<file path="config.mk">
export PLATFORM = sky130hd
export DESIGN_NAME = delta_list_task_scheduler_unit_flat
export DESIGN_NICKNAME = d
export VERILOG_FILES = /design/src/rtl/dlts_pkg.sv /design/src/rtl/dlts_in_if.sv /design/src/rtl/dlts_out_if.sv /design/src/rtl/dlts_resp_reg.sv /design/src/rtl/delta_list_task_scheduler_unit.sv /design/src/flat_wrapper.sv
export VERILOG_INCLUDE_DIRS = /design/src /design/src/rtl
export SDC_FILE = /design/constraint.sdc
export NUM_CORES = 1
export LEC_CHECK = 0
export BUFFER_PORTS_ARGS = -buffer_cell sky130_fd_sc_hd__buf_4
export CORE_ASPECT_RATIO = 0.75
export CORE_MARGIN = 2
export CORE_UTILIZATION = 40
export CTS_BUF_LIST = sky130_fd_sc_hd__clkbuf_8
export DETAILED_ROUTE_END_ITERATION = 16
export GPL_TIMING_DRIVEN = 0
export PLACE_DENSITY = 0.62
export SLEW_MARGIN = 20
export SYNTH_ARGS = -nofsm -noshare
export SYNTH_HDL_FRONTEND = slang
export SYNTH_SLANG_ARGS = --single-unit
export TNS_END_PERCENT = 50
</file>
<file path="constraint.sdc">
create_clock -name clk -period 6.27 [get_ports clk]
set_clock_uncertainty 0.05 [all_clocks]
set_input_delay 0 -clock clk [delete_from_list [all_inputs] [get_ports clk]]
set_output_delay 0 -clock clk [all_outputs]
set_load 0.03 [all_outputs]
</file>
<file path="src/rtl/delta_list_task_scheduler_unit_macros.svh">
// ----------------------------------------------------------------------------
// Assertion macros for the delta-list task scheduler
// Concurrent property helpers; they compile away when SYNTHESIS is defined.
// ----------------------------------------------------------------------------
`ifndef DELTA_LIST_TASK_SCHEDULER_UNIT_MACROS_SVH
`define DELTA_LIST_TASK_SCHEDULER_UNIT_MACROS_SVH

`ifndef SYNTHESIS

// Same-cycle implication, disabled during reset
`define DLTS_ASSERT_IMPLY(lbl, clk_s, rstn_s, ante, cons) \
  lbl: assert property (@(posedge clk_s) disable iff (!rstn_s) (ante) |-> (cons)) \
    else $error("dlts: same-cycle check failed");

// Next-cycle implication, disabled during reset
`define DLTS_ASSERT_NEXT(lbl, clk_s, rstn_s, ante, cons) \
  lbl: assert property (@(posedge clk_s) disable iff (!rstn_s) (ante) |=> (cons)) \
    else $error("dlts: next-cycle check failed");

`else

`define DLTS_ASSERT_IMPLY(lbl, clk_s, rstn_s, ante, cons)
`define DLTS_ASSERT_NEXT(lbl, clk_s, rstn_s, ante, cons)

`endif

`endif

</file>
<file path="src/rtl/dlts_pkg.sv">
// ----------------------------------------------------------------------------
// Delta-list task scheduler package
// Field widths, operation and status codes, and the result beat type.
// ----------------------------------------------------------------------------
package dlts_pkg;

  localparam int KIND_W    = 2;
  localparam int ID_W      = 4;
  localparam int IN_TIME_W = 16;
  localparam int PEND_W    = 8;
  localparam int STATUS_W  = 2;

  localparam logic [PEND_W-1:0] PEND_MAX = 8'd255;

  // Operation codes carried by the kind field
  typedef enum logic [KIND_W-1:0] {
    KIND_TICK     = 2'd0,
    KIND_ADD      = 2'd1,
    KIND_DISPATCH = 2'd2
  } kind_t;

  // Completion status of one operation
  typedef enum logic [STATUS_W-1:0] {
    STAT_OK   = 2'd0,
    STAT_FULL = 2'd1,
    STAT_NONE = 2'd2
  } status_t;

  // One result beat
  typedef struct packed {
    logic            ran;
    logic [ID_W-1:0] ran_task_id;
    status_t         status;
  } res_t;

endpackage

</file>
<file path="src/rtl/dlts_in_if.sv">
// ----------------------------------------------------------------------------
// Scheduler request channel
// Valid/ready channel carrying one operation request per beat.
// ----------------------------------------------------------------------------
interface dlts_in_if;

  logic                           valid;
  logic                           ready;
  logic [dlts_pkg::KIND_W-1:0]    kind;
  logic [dlts_pkg::ID_W-1:0]      task_id;
  logic [dlts_pkg::IN_TIME_W-1:0] first_delay;
  logic [dlts_pkg::IN_TIME_W-1:0] repeat_period;

  modport source (
    output valid, kind, task_id, first_delay, repeat_period,
    input  ready
  );

  modport sink (
    input  valid, kind, task_id, first_delay, repeat_period,
    output ready
  );

endinterface

</file>
<file path="src/rtl/dlts_out_if.sv">
// ----------------------------------------------------------------------------
// Scheduler result channel
// Valid/ready channel carrying one result per beat.
// ----------------------------------------------------------------------------
interface dlts_out_if;

  logic                          valid;
  logic                          ready;
  logic                          ran;
  logic [dlts_pkg::ID_W-1:0]     ran_task_id;
  logic [dlts_pkg::STATUS_W-1:0] status;

  modport source (
    output valid, ran, ran_task_id, status,
    input  ready
  );

  modport sink (
    input  valid, ran, ran_task_id, status,
    output ready
  );

endinterface

</file>
<file path="src/rtl/dlts_resp_reg.sv">
// ----------------------------------------------------------------------------
// Scheduler result register
// Holds one finished result beat until the downstream side takes it, so the
// scheduler core can start on the next request meanwhile.
// ----------------------------------------------------------------------------
module dlts_resp_reg (
  input  logic              clk,
  input  logic              rst_n,
  input  logic              load,
  input  dlts_pkg::res_t    res,
  output logic              can_load,
  dlts_out_if.source        out_bus
);

  logic           valid_r;
  dlts_pkg::res_t data_r;

  // Free when empty or when the held beat leaves this cycle
  assign can_load = !valid_r || out_bus.ready;

  // Track occupancy
  always_ff @(posedge clk) begin
    if (!rst_n) begin
      valid_r <= 1'b0;
    end else if (load) begin
      valid_r <= 1'b1;
    end else if (out_bus.ready) begin
      valid_r <= 1'b0;
    end
  end

  // Capture payload
  always_ff @(posedge clk) begin
    if (load) begin
      data_r <= res;
    end
  end

  assign out_bus.valid       = valid_r;
  assign out_bus.ran         = data_r.ran;
  assign out_bus.ran_task_id = data_r.ran_task_id;
  assign out_bus.status      = data_r.status;

endmodule

</file>
<file path="src/rtl/delta_list_task_scheduler_unit.sv">
// ----------------------------------------------------------------------------
// Delta-list task scheduler
// Periodic task entries kept in due order in a slot memory as a linked list.
// ----------------------------------------------------------------------------
// One request is worked on at a time and each request gives one result beat.
// A tick reads and then writes the head entry, or goes straight to its result
// on an empty list. A rejected add, an unused kind or a dispatch on an empty
// list also goes straight to its result, and a dispatch whose head has nothing
// pending stops after reading that head. An add that places an entry, or a
// dispatch that releases the head, walks the list one entry per cycle, each
// step being one access of the slot memory (a read and a write never share a
// cycle), followed by up to two entry writes. Each result leaves through an
// output register and waits while that register stays full. A new request is
// accepted while the previous result still waits in the output register. No
// clearing pass is needed after reset.
module delta_list_task_scheduler_unit #(
  parameter int MAX_TASKS = 16,
  parameter int TIME_BITS = 16
) (
  input  logic        clk,
  input  logic        rst_n,
  dlts_in_if.sink     in_bus,
  dlts_out_if.source  out_bus
);

  `include "delta_list_task_scheduler_unit_macros.svh"

  localparam int SLOT_W = $clog2(MAX_TASKS);
  localparam int LINK_W = $clog2(MAX_TASKS + 1);
  localparam logic [LINK_W-1:0] NO_SLOT = LINK_W'(MAX_TASKS);

  typedef struct packed {
    logic [dlts_pkg::ID_W-1:0]   task_id;
    logic [TIME_BITS-1:0]        delta;
    logic [TIME_BITS-1:0]        period;
    logic [dlts_pkg::PEND_W-1:0] pending;
    logic [LINK_W-1:0]           link;
  } slot_t;

  typedef enum logic [8:0] {
    ST_IDLE   = 9'b000000001,
    ST_TICK   = 9'b000000010,
    ST_DCHK   = 9'b000000100,
    ST_LSTART = 9'b000001000,
    ST_LHEAD  = 9'b000010000,
    ST_LWALK  = 9'b000100000,
    ST_LWS    = 9'b001000000,
    ST_LWC    = 9'b010000000,
    ST_RESP   = 9'b100000000
  } state_t;

  // Control state
  state_t            state_r, state_nxt;
  logic [LINK_W-1:0] head_r, head_nxt;
  logic [LINK_W-1:0] used_cnt_r, used_cnt_nxt;

  // Working registers of the insertion walk
  logic [SLOT_W-1:0]           s_slot_r, s_slot_nxt;
  logic [dlts_pkg::ID_W-1:0]   s_task_r, s_task_nxt;
  logic [TIME_BITS-1:0]        s_period_r, s_period_nxt;
  logic [TIME_BITS-1:0]        t_r, t_nxt;
  logic [SLOT_W-1:0]           cur_r, cur_nxt;
  slot_t                       cur_ent_r, cur_ent_nxt;
  logic [LINK_W-1:0]           nxt_r, nxt_nxt;
  logic                        fix_cur_r, fix_cur_nxt;
  dlts_pkg::res_t              res_r, res_nxt;

  // Slot memory ports
  slot_t             slot_mem [MAX_TASKS];
  slot_t             rd_data_r;
  logic              rd_en;
  logic [SLOT_W-1:0] rd_addr;
  logic              wr_en;
  logic [SLOT_W-1:0] wr_addr;
  slot_t             wr_data;

  logic                 res_load;
  logic                 res_can_load;
  logic                 in_fire;
  logic [TIME_BITS-1:0] in_delay;
  logic [TIME_BITS-1:0] in_period;

  assign in_bus.ready = (state_r == ST_IDLE);
  assign in_fire      = in_bus.valid && in_bus.ready;
  assign in_delay     = TIME_BITS'(in_bus.first_delay);
  assign in_period    = TIME_BITS'(in_bus.repeat_period);

  // Slot memory: one write and one read port, read data registered,
  // a same-address write forwarded to the read
  always_ff @(posedge clk) begin
    if (wr_en) begin
      slot_mem[wr_addr] <= wr_data;
    end
    if (rd_en) begin
      if (wr_en && (wr_addr == rd_addr)) begin
        rd_data_r <= wr_data;
      end else begin
        rd_data_r <= slot_mem[rd_addr];
      end
    end
  end

  // Sequencer
  always_comb begin
    state_nxt    = state_r;
    head_nxt     = head_r;
    used_cnt_nxt = used_cnt_r;
    s_slot_nxt   = s_slot_r;
    s_task_nxt   = s_task_r;
    s_period_nxt = s_period_r;
    t_nxt        = t_r;
    cur_nxt      = cur_r;
    cur_ent_nxt  = cur_ent_r;
    nxt_nxt      = nxt_r;
    fix_cur_nxt  = fix_cur_r;
    res_nxt      = res_r;
    rd_en        = 1'b0;
    rd_addr      = '0;
    wr_en        = 1'b0;
    wr_addr      = '0;
    wr_data      = rd_data_r;
    res_load     = 1'b0;

    case (state_r)
      // Accept a request and start its first access
      ST_IDLE: begin
        if (in_fire) begin
          res_nxt.ran         = 1'b0;
          res_nxt.ran_task_id = '0;
          res_nxt.status      = dlts_pkg::STAT_OK;
          case (in_bus.kind)
            dlts_pkg::KIND_TICK: begin
              if (head_r == NO_SLOT) begin
                state_nxt = ST_RESP;
              end else begin
                rd_en     = 1'b1;
                rd_addr   = head_r[SLOT_W-1:0];
                state_nxt = ST_TICK;
              end
            end
            dlts_pkg::KIND_ADD: begin
              if (used_cnt_r == NO_SLOT) begin
                res_nxt.status = dlts_pkg::STAT_FULL;
                state_nxt      = ST_RESP;
              end else begin
                // Slots are never freed, so the next free slot is the count
                s_slot_nxt   = used_cnt_r[SLOT_W-1:0];
                used_cnt_nxt = used_cnt_r + LINK_W'(1);
                s_task_nxt   = in_bus.task_id;
                s_period_nxt = in_period;
                t_nxt        = in_delay;
                state_nxt    = ST_LSTART;
              end
            end
            dlts_pkg::KIND_DISPATCH: begin
              if (head_r == NO_SLOT) begin
                res_nxt.status = dlts_pkg::STAT_NONE;
                state_nxt      = ST_RESP;
              end else begin
                rd_en      = 1'b1;
                rd_addr    = head_r[SLOT_W-1:0];
                s_slot_nxt = head_r[SLOT_W-1:0];
                state_nxt  = ST_DCHK;
              end
            end
            default: begin
              state_nxt = ST_RESP;
            end
          endcase
        end
      end

      // Count down the head, or mark it due and reload from its period
      ST_TICK: begin
        wr_en   = 1'b1;
        wr_addr = head_r[SLOT_W-1:0];
        if (rd_data_r.delta > TIME_BITS'(1)) begin
          wr_data.delta = rd_data_r.delta - TIME_BITS'(1);
        end else begin
          if (rd_data_r.pending != dlts_pkg::PEND_MAX) begin
            wr_data.pending = rd_data_r.pending + dlts_pkg::PEND_W'(1);
          end
          wr_data.delta = rd_data_r.period;
        end
        state_nxt = ST_RESP;
      end

      // Release a pending head: unlink it and reinsert by its delta; else report none
      ST_DCHK: begin
        if (rd_data_r.pending == '0) begin
          res_nxt.status = dlts_pkg::STAT_NONE;
          state_nxt      = ST_RESP;
        end else begin
          res_nxt.ran         = 1'b1;
          res_nxt.ran_task_id = rd_data_r.task_id;
          head_nxt            = rd_data_r.link;
          s_task_nxt          = rd_data_r.task_id;
          s_period_nxt        = rd_data_r.period;
          t_nxt               = rd_data_r.delta;
          state_nxt           = ST_LSTART;
        end
      end

      // Insert into an empty list, or fetch the head
      ST_LSTART: begin
        if (head_r == NO_SLOT) begin
          nxt_nxt     = NO_SLOT;
          fix_cur_nxt = 1'b0;
          head_nxt    = LINK_W'(s_slot_r);
          state_nxt   = ST_LWS;
        end else begin
          rd_en     = 1'b1;
          rd_addr   = head_r[SLOT_W-1:0];
          state_nxt = ST_LHEAD;
        end
      end

      // Go in front of the head, or step past it
      ST_LHEAD: begin
        if (t_r < rd_data_r.delta) begin
          wr_en         = 1'b1;
          wr_addr       = head_r[SLOT_W-1:0];
          wr_data.delta = rd_data_r.delta - t_r;
          nxt_nxt       = head_r;
          head_nxt      = LINK_W'(s_slot_r);
          fix_cur_nxt   = 1'b0;
          state_nxt     = ST_LWS;
        end else begin
          t_nxt       = t_r - rd_data_r.delta;
          cur_nxt     = head_r[SLOT_W-1:0];
          cur_ent_nxt = rd_data_r;
          nxt_nxt     = rd_data_r.link;
          fix_cur_nxt = 1'b1;
          if (rd_data_r.link == NO_SLOT) begin
            state_nxt = ST_LWS;
          end else begin
            rd_en     = 1'b1;
            rd_addr   = rd_data_r.link[SLOT_W-1:0];
            state_nxt = ST_LWALK;
          end
        end
      end

      // Advance while the next entry is due strictly earlier
      ST_LWALK: begin
        if (rd_data_r.delta < t_r) begin
          cur_nxt     = nxt_r[SLOT_W-1:0];
          cur_ent_nxt = rd_data_r;
          t_nxt       = t_r - rd_data_r.delta;
          nxt_nxt     = rd_data_r.link;
          if (rd_data_r.link == NO_SLOT) begin
            state_nxt = ST_LWS;
          end else begin
            rd_en   = 1'b1;
            rd_addr = rd_data_r.link[SLOT_W-1:0];
          end
        end else begin
          // The follower alone gives up the new entry's delta
          wr_en         = 1'b1;
          wr_addr       = nxt_r[SLOT_W-1:0];
          wr_data.delta = rd_data_r.delta - t_r;
          state_nxt     = ST_LWS;
        end
      end

      // Write the placed entry
      ST_LWS: begin
        wr_en           = 1'b1;
        wr_addr         = s_slot_r;
        wr_data.task_id = s_task_r;
        wr_data.delta   = t_r;
        wr_data.period  = s_period_r;
        wr_data.pending = '0;
        wr_data.link    = nxt_r;
        state_nxt       = fix_cur_r ? ST_LWC : ST_RESP;
      end

      // Point the predecessor at the placed entry
      ST_LWC: begin
        wr_en        = 1'b1;
        wr_addr      = cur_r;
        wr_data      = cur_ent_r;
        wr_data.link = LINK_W'(s_slot_r);
        state_nxt    = ST_RESP;
      end

      // Hand the result to the output register
      ST_RESP: begin
        if (res_can_load) begin
          res_load  = 1'b1;
          state_nxt = ST_IDLE;
        end
      end

      default: begin
        state_nxt = ST_IDLE;
      end
    endcase
  end

  // Control registers
  always_ff @(posedge clk) begin
    if (!rst_n) begin
      state_r    <= ST_IDLE;
      head_r     <= NO_SLOT;
      used_cnt_r <= '0;
    end else begin
      state_r    <= state_nxt;
      head_r     <= head_nxt;
      used_cnt_r <= used_cnt_nxt;
    end
  end

  // Working registers
  always_ff @(posedge clk) begin
    s_slot_r   <= s_slot_nxt;
    s_task_r   <= s_task_nxt;
    s_period_r <= s_period_nxt;
    t_r        <= t_nxt;
    cur_r      <= cur_nxt;
    cur_ent_r  <= cur_ent_nxt;
    nxt_r      <= nxt_nxt;
    fix_cur_r  <= fix_cur_nxt;
    res_r      <= res_nxt;
  end

  // Result register toward the output channel
  dlts_resp_reg u_resp_reg (
    .clk      (clk),
    .rst_n    (rst_n),
    .load     (res_load),
    .res      (res_r),
    .can_load (res_can_load),
    .out_bus  (out_bus)
  );

  // Checks
  `DLTS_ASSERT_NEXT(a_busy_after_beat, clk, rst_n, in_fire, state_r != ST_IDLE)
  `DLTS_ASSERT_IMPLY(a_head_matches_count, clk, rst_n, state_r == ST_IDLE, (head_r == NO_SLOT) == (used_cnt_r == '0))
  `DLTS_ASSERT_IMPLY(a_write_allocated_slot, clk, rst_n, wr_en, LINK_W'(wr_addr) < used_cnt_r)

endmodule
</file>
<file path="src/flat_wrapper.sv">
// flat-port wrapper written by rule: the top's interface ports become plain ports
module delta_list_task_scheduler_unit_flat 
#(
  parameter int MAX_TASKS = 16,
  parameter int TIME_BITS = 16
)
  (clk, rst_n, in_bus_valid, in_bus_kind, in_bus_task_id, in_bus_first_delay, in_bus_repeat_period, in_bus_ready, out_bus_valid, out_bus_ran, out_bus_ran_task_id, out_bus_status, out_bus_ready);
  dlts_in_if in_bus_i ();
  dlts_out_if out_bus_i ();
  input  logic clk;
  input  logic rst_n;
  input wire logic [$bits(in_bus_i.valid)-1:0] in_bus_valid;
  input wire logic [$bits(in_bus_i.kind)-1:0] in_bus_kind;
  input wire logic [$bits(in_bus_i.task_id)-1:0] in_bus_task_id;
  input wire logic [$bits(in_bus_i.first_delay)-1:0] in_bus_first_delay;
  input wire logic [$bits(in_bus_i.repeat_period)-1:0] in_bus_repeat_period;
  output wire logic [$bits(in_bus_i.ready)-1:0] in_bus_ready;
  output wire logic [$bits(out_bus_i.valid)-1:0] out_bus_valid;
  output wire logic [$bits(out_bus_i.ran)-1:0] out_bus_ran;
  output wire logic [$bits(out_bus_i.ran_task_id)-1:0] out_bus_ran_task_id;
  output wire logic [$bits(out_bus_i.status)-1:0] out_bus_status;
  input wire logic [$bits(out_bus_i.ready)-1:0] out_bus_ready;
  assign in_bus_i.valid = in_bus_valid;
  assign in_bus_i.kind = in_bus_kind;
  assign in_bus_i.task_id = in_bus_task_id;
  assign in_bus_i.first_delay = in_bus_first_delay;
  assign in_bus_i.repeat_period = in_bus_repeat_period;
  assign in_bus_ready = in_bus_i.ready;
  assign out_bus_valid = out_bus_i.valid;
  assign out_bus_ran = out_bus_i.ran;
  assign out_bus_ran_task_id = out_bus_i.ran_task_id;
  assign out_bus_status = out_bus_i.status;
  assign out_bus_i.ready = out_bus_ready;
  delta_list_task_scheduler_unit #(.MAX_TASKS(MAX_TASKS), .TIME_BITS(TIME_BITS)) u_core (.clk(clk), .rst_n(rst_n), .in_bus(in_bus_i), .out_bus(out_bus_i));
endmodule
</file>
==> flow_metrics.env <==
export IMPL_max_cap_violations=0
export IMPL_antenna_found_initial=5
export IMPL_ys_warn_count=0
export IMPL_htreeDepth=4
export IMPL_slowest_stage="clkbuf_1"
export IMPL_synth_cell_types=73
export IMPL_instances_no_fill=4599
export IMPL_maxSlewHeadroom=0.233
export IMPL_clock_root_buffer="clkbuf_8"
export IMPL_clkSinkCount=961
export IMPL_gr_total_overflow=0
export IMPL_grt_usage=0.234
export IMPL_clockBufferDepth=3
export IMPL_cts_made_buffers=146
export IMPL_whs_path_depth=5
export IMPL_power_density_mw_per_mm2=289
export IMPL_vias=26478
export IMPL_arrival_ps=6620
export IMPL_final_hold_violation_count=0
export IMPL_setup_ws_ps=272
export IMPL_crit_type="reg2reg"
export IMPL_routedWlPerCell_um=26.9
export IMPL_hp_class="in2reg"
export IMPL_ir_worst_vdd_mv=0.209
export IMPL_first_iter_violations=3870
export IMPL_dp_slack_ps=270
export IMPL_grt_pass1_wl_um=176000
export IMPL_fp_dieH_um=281
export IMPL_crit_required_ps=6890
export IMPL_cts_tree="built"
export IMPL_core_area_mm2=0.101
export IMPL_reg2reg_slack_ps=270
export IMPL_drt_total_wl_um=124000
export IMPL_hp_start="in_bus_valid"
export IMPL_hold_path_end="u_core.state_r[2]$_SDFFE_PN0P_"
export IMPL_leakagePower_nw=15.8
export IMPL_outcome="finished, final reports clean"
export IMPL_tightest_slew_ps=1140
export IMPL_min_period_ps=6000
export IMPL_crit_chain="clkbuf_1, inv_1, ha_1, buf_2, nand2_1, o21ai_0, a221oi_1, and3_1, nor2_2, inv_4, nand3b_1, o21ai_1, clkbuf_1, a221o_1"
export IMPL_end_kind="flop"
export IMPL_drive_gt1_frac=0.124
export IMPL_r2r_end="u_core.rd_data_r[43]$_DFFE_PP_"
export IMPL_rsz0062_at_grt="no"
export IMPL_post_cts_buffers=0
export IMPL_ys_ff_latch=961
export IMPL_synth_edf_count=941
export IMPL_io_buffers=50
export IMPL_ys_seq_area_frac=0.701
export IMPL_fmax_mhz=167
export IMPL_ys_flop_type="edfxtp_1"
export IMPL_area_delta_synth_final_pct=16.7
export IMPL_fin_tns_setup_ps=0
export IMPL_syn_inst=2812
export IMPL_row_count=101
export IMPL_fp_dieW_um=373
export IMPL_clk_pin_slew_ps=70
export IMPL_die_area_mm2=0.105
export IMPL_clock_latency_ps=870
export IMPL_grt_pass1_vias=24679
export IMPL_nets=3240
export IMPL_post_route_util=0.471
export IMPL_synth_area_mm2=0.0409
export IMPL_layout_worst_path_cycle_share=0.957
export IMPL_cp_start_kind="flop"
export IMPL_first_pass_iters=7
export IMPL_dp_hpwl_um=87500
export IMPL_path_delay_family="buffers and inverters"
export IMPL_r2r_start="u_core.rd_data_r[40]$_DFFE_PP_"
export IMPL_max_stage_delay_ps=850
export IMPL_async_flop_share=0
export IMPL_synth_nets=2898
export IMPL_grt_max_degree=56
export IMPL_ios=51
export IMPL_critPathBufInv=5
export IMPL_r2r_cells=14
export IMPL_worstPathMaxFanout=55
export IMPL_viasPerCell=5.76
export IMPL_path_common_cell="clkbuf_1"
export IMPL_postRouteAntennaNets=0
export IMPL_avgSynthCellArea_um2=14.5
export IMPL_whs_ps=125
export IMPL_initial_core_util=0.404
export IMPL_placed_cells=4262
export IMPL_maxSlewViolCount=0
export IMPL_place_congestion=0.982
export IMPL_setup_viol=0
export IMPL_remaining_drc_errors=0
## placed cells by master (no fill, tap or decap), types with 12 or more instances in the layout
cell           count
edfxtp_1         941
mux2i_1          321
nand2_1          317
clkbuf_8         153
a21oi_1          137
clkbuf_1         101
inv_1             97
and3_1            89
dlygate4sd3_1     83
a211oi_1          82
buf_4             80
nor2_1            68
a22oi_1           60
o21ai_0           51
a22o_1            50
a221o_1           50
ha_1              42
buf_2             41
nand3_1           40
a31oi_1           35
clkinv_1          35
xnor2_1           30
buf_12            26
dfxtp_1           20
nor3_1            17
a21o_1            17
a211o_1           17
and2_1            16
nor2_4            15
a221oi_1          12
buf_16            12
## registers in the layout, summed over array words and instances (netlist names), 4 cells and up
signal	cells
u_core.head_r	5
u_core.used_cnt_r	5
u_core.t_r	16
u_core.state_r	9
u_core.s_task_r	4
u_core.slot_mem	784
u_core.cur_r	4
u_core.cur_ent_r	44
u_core.nxt_r	5
u_core.s_slot_r	4
u_core.rd_data_r	49
u_core.s_period_r	16
u_core.u_resp_reg.out_bus.ran_task_id	4
u_core.res_r	7
## cell families after synthesis
group / after synthesis / synth area share
muxes: 326 / 0.0800
DFF: 961 / 0.701
adders and majority gates: 44 / 0.0138
buffers and inverters: 227 / 0.0246
AOI/OAI and AO/OA: 593 / 0.102
xor gates and xnor gates: 40 / 0.00857
and+or+nand+nor: 621 / 0.0696
## power breakdown
group,switching [W],total (W),internal [W]
clock network,0.00247,0.00489,0.00242
logic,0.000960,0.00143,0.000474
registers,0.000124,0.00747,0.00735
total,0.00355,0.0138,0.0102
## metrics by stage
step                power (W)  cell area (um2)
floorplan             0.00834            40900
global placement      0.00887            42900
detailed placement    0.00895            44200
CTS                    0.0138            47700
global route           0.0142            47700
finish                 0.0138            47700
## synth_stat cells, types with 18 or more instances
cell type	instances	area [um2]
a22oi_1	60	450
clkbuf_1	102	383
a22o_1	50	438
nor3_1	18	90.1
a221o_1	50	500
dfxtp_1	20	400
edfxtp_1	941	28300
and3_1	89	557
inv_1	53	199
a21oi_1	139	696
xnor2_1	30	263
ha_1	42	526
nand3_1	40	200
buf_2	41	205
nand2_1	317	1190
nor2_1	83	312
a211oi_1	84	631
a31oi_1	35	219
o21ai_0	60	300
mux2i_1	321	3210
## tightest hold or removal path: cells and delay by family
family / cells / cell delay, ps
buffers and inverters: 2 / 700
AND/OR/NAND/NOR: 3 / 270
## repair_timing
action / CTS / global route
gates resized for setup: 0 / 3
hold buffers: 83 / 0
endpoints found under the setup margin: 0 / 10
endpoints found under the hold margin: 95 / 0
## layout make-up
class	instances	area [um2]
antenna	2	5.00
sequential	961	28700
clock buffer	153	2110
fill	8787	53500
multi-input combinational	1624	11400
clock inverter	99	537
tap	1339	1680
timing repair buffer	194	2290
buffer	173	803
inverter	54	205
## worst max-delay path by stage
stage	startpoint	to	slack (ps)	cells after the start
final	u_core.rd_data_r[40]$_DFFE_PP_	u_core.rd_data_r[43]$_DFFE_PP_	270	14
after global routing	u_core.rd_data_r[40]$_DFFE_PP_	u_core.rd_data_r[43]$_DFFE_PP_	130	15
after CTS	u_core.rd_data_r[29]$_DFFE_PP_	u_core.rd_data_r[11]$_DFFE_PP_	220	14
after detailed placement	u_core.rd_data_r[29]$_DFFE_PP_	u_core.rd_data_r[11]$_DFFE_PP_	270	14
after global placement	u_core.rd_data_r[29]$_DFFE_PP_	u_core.slot_mem[15][40]$_DFFE_PP_	-3120	11
after floorplan	u_core.rd_data_r[40]$_DFFE_PP_	u_core.slot_mem[0][0]$_DFFE_PP_	920	11
## layer usage
layer / vias to the layer above / routed length [um] / share of wire / GRT usage
li1: 11597 / - / - / -
met1: 13250 / 58100 / 0.47 / 0.364
met2: 1453 / 49300 / 0.40 / 0.317
met5: - / 27 / 0.00022 / 0
met3: 174 / 13600 / 0.11 / 0.0584
met4: 4 / 2700 / 0.022 / 0.0678
Note: power is estimated with default switching activity, not from simulation.
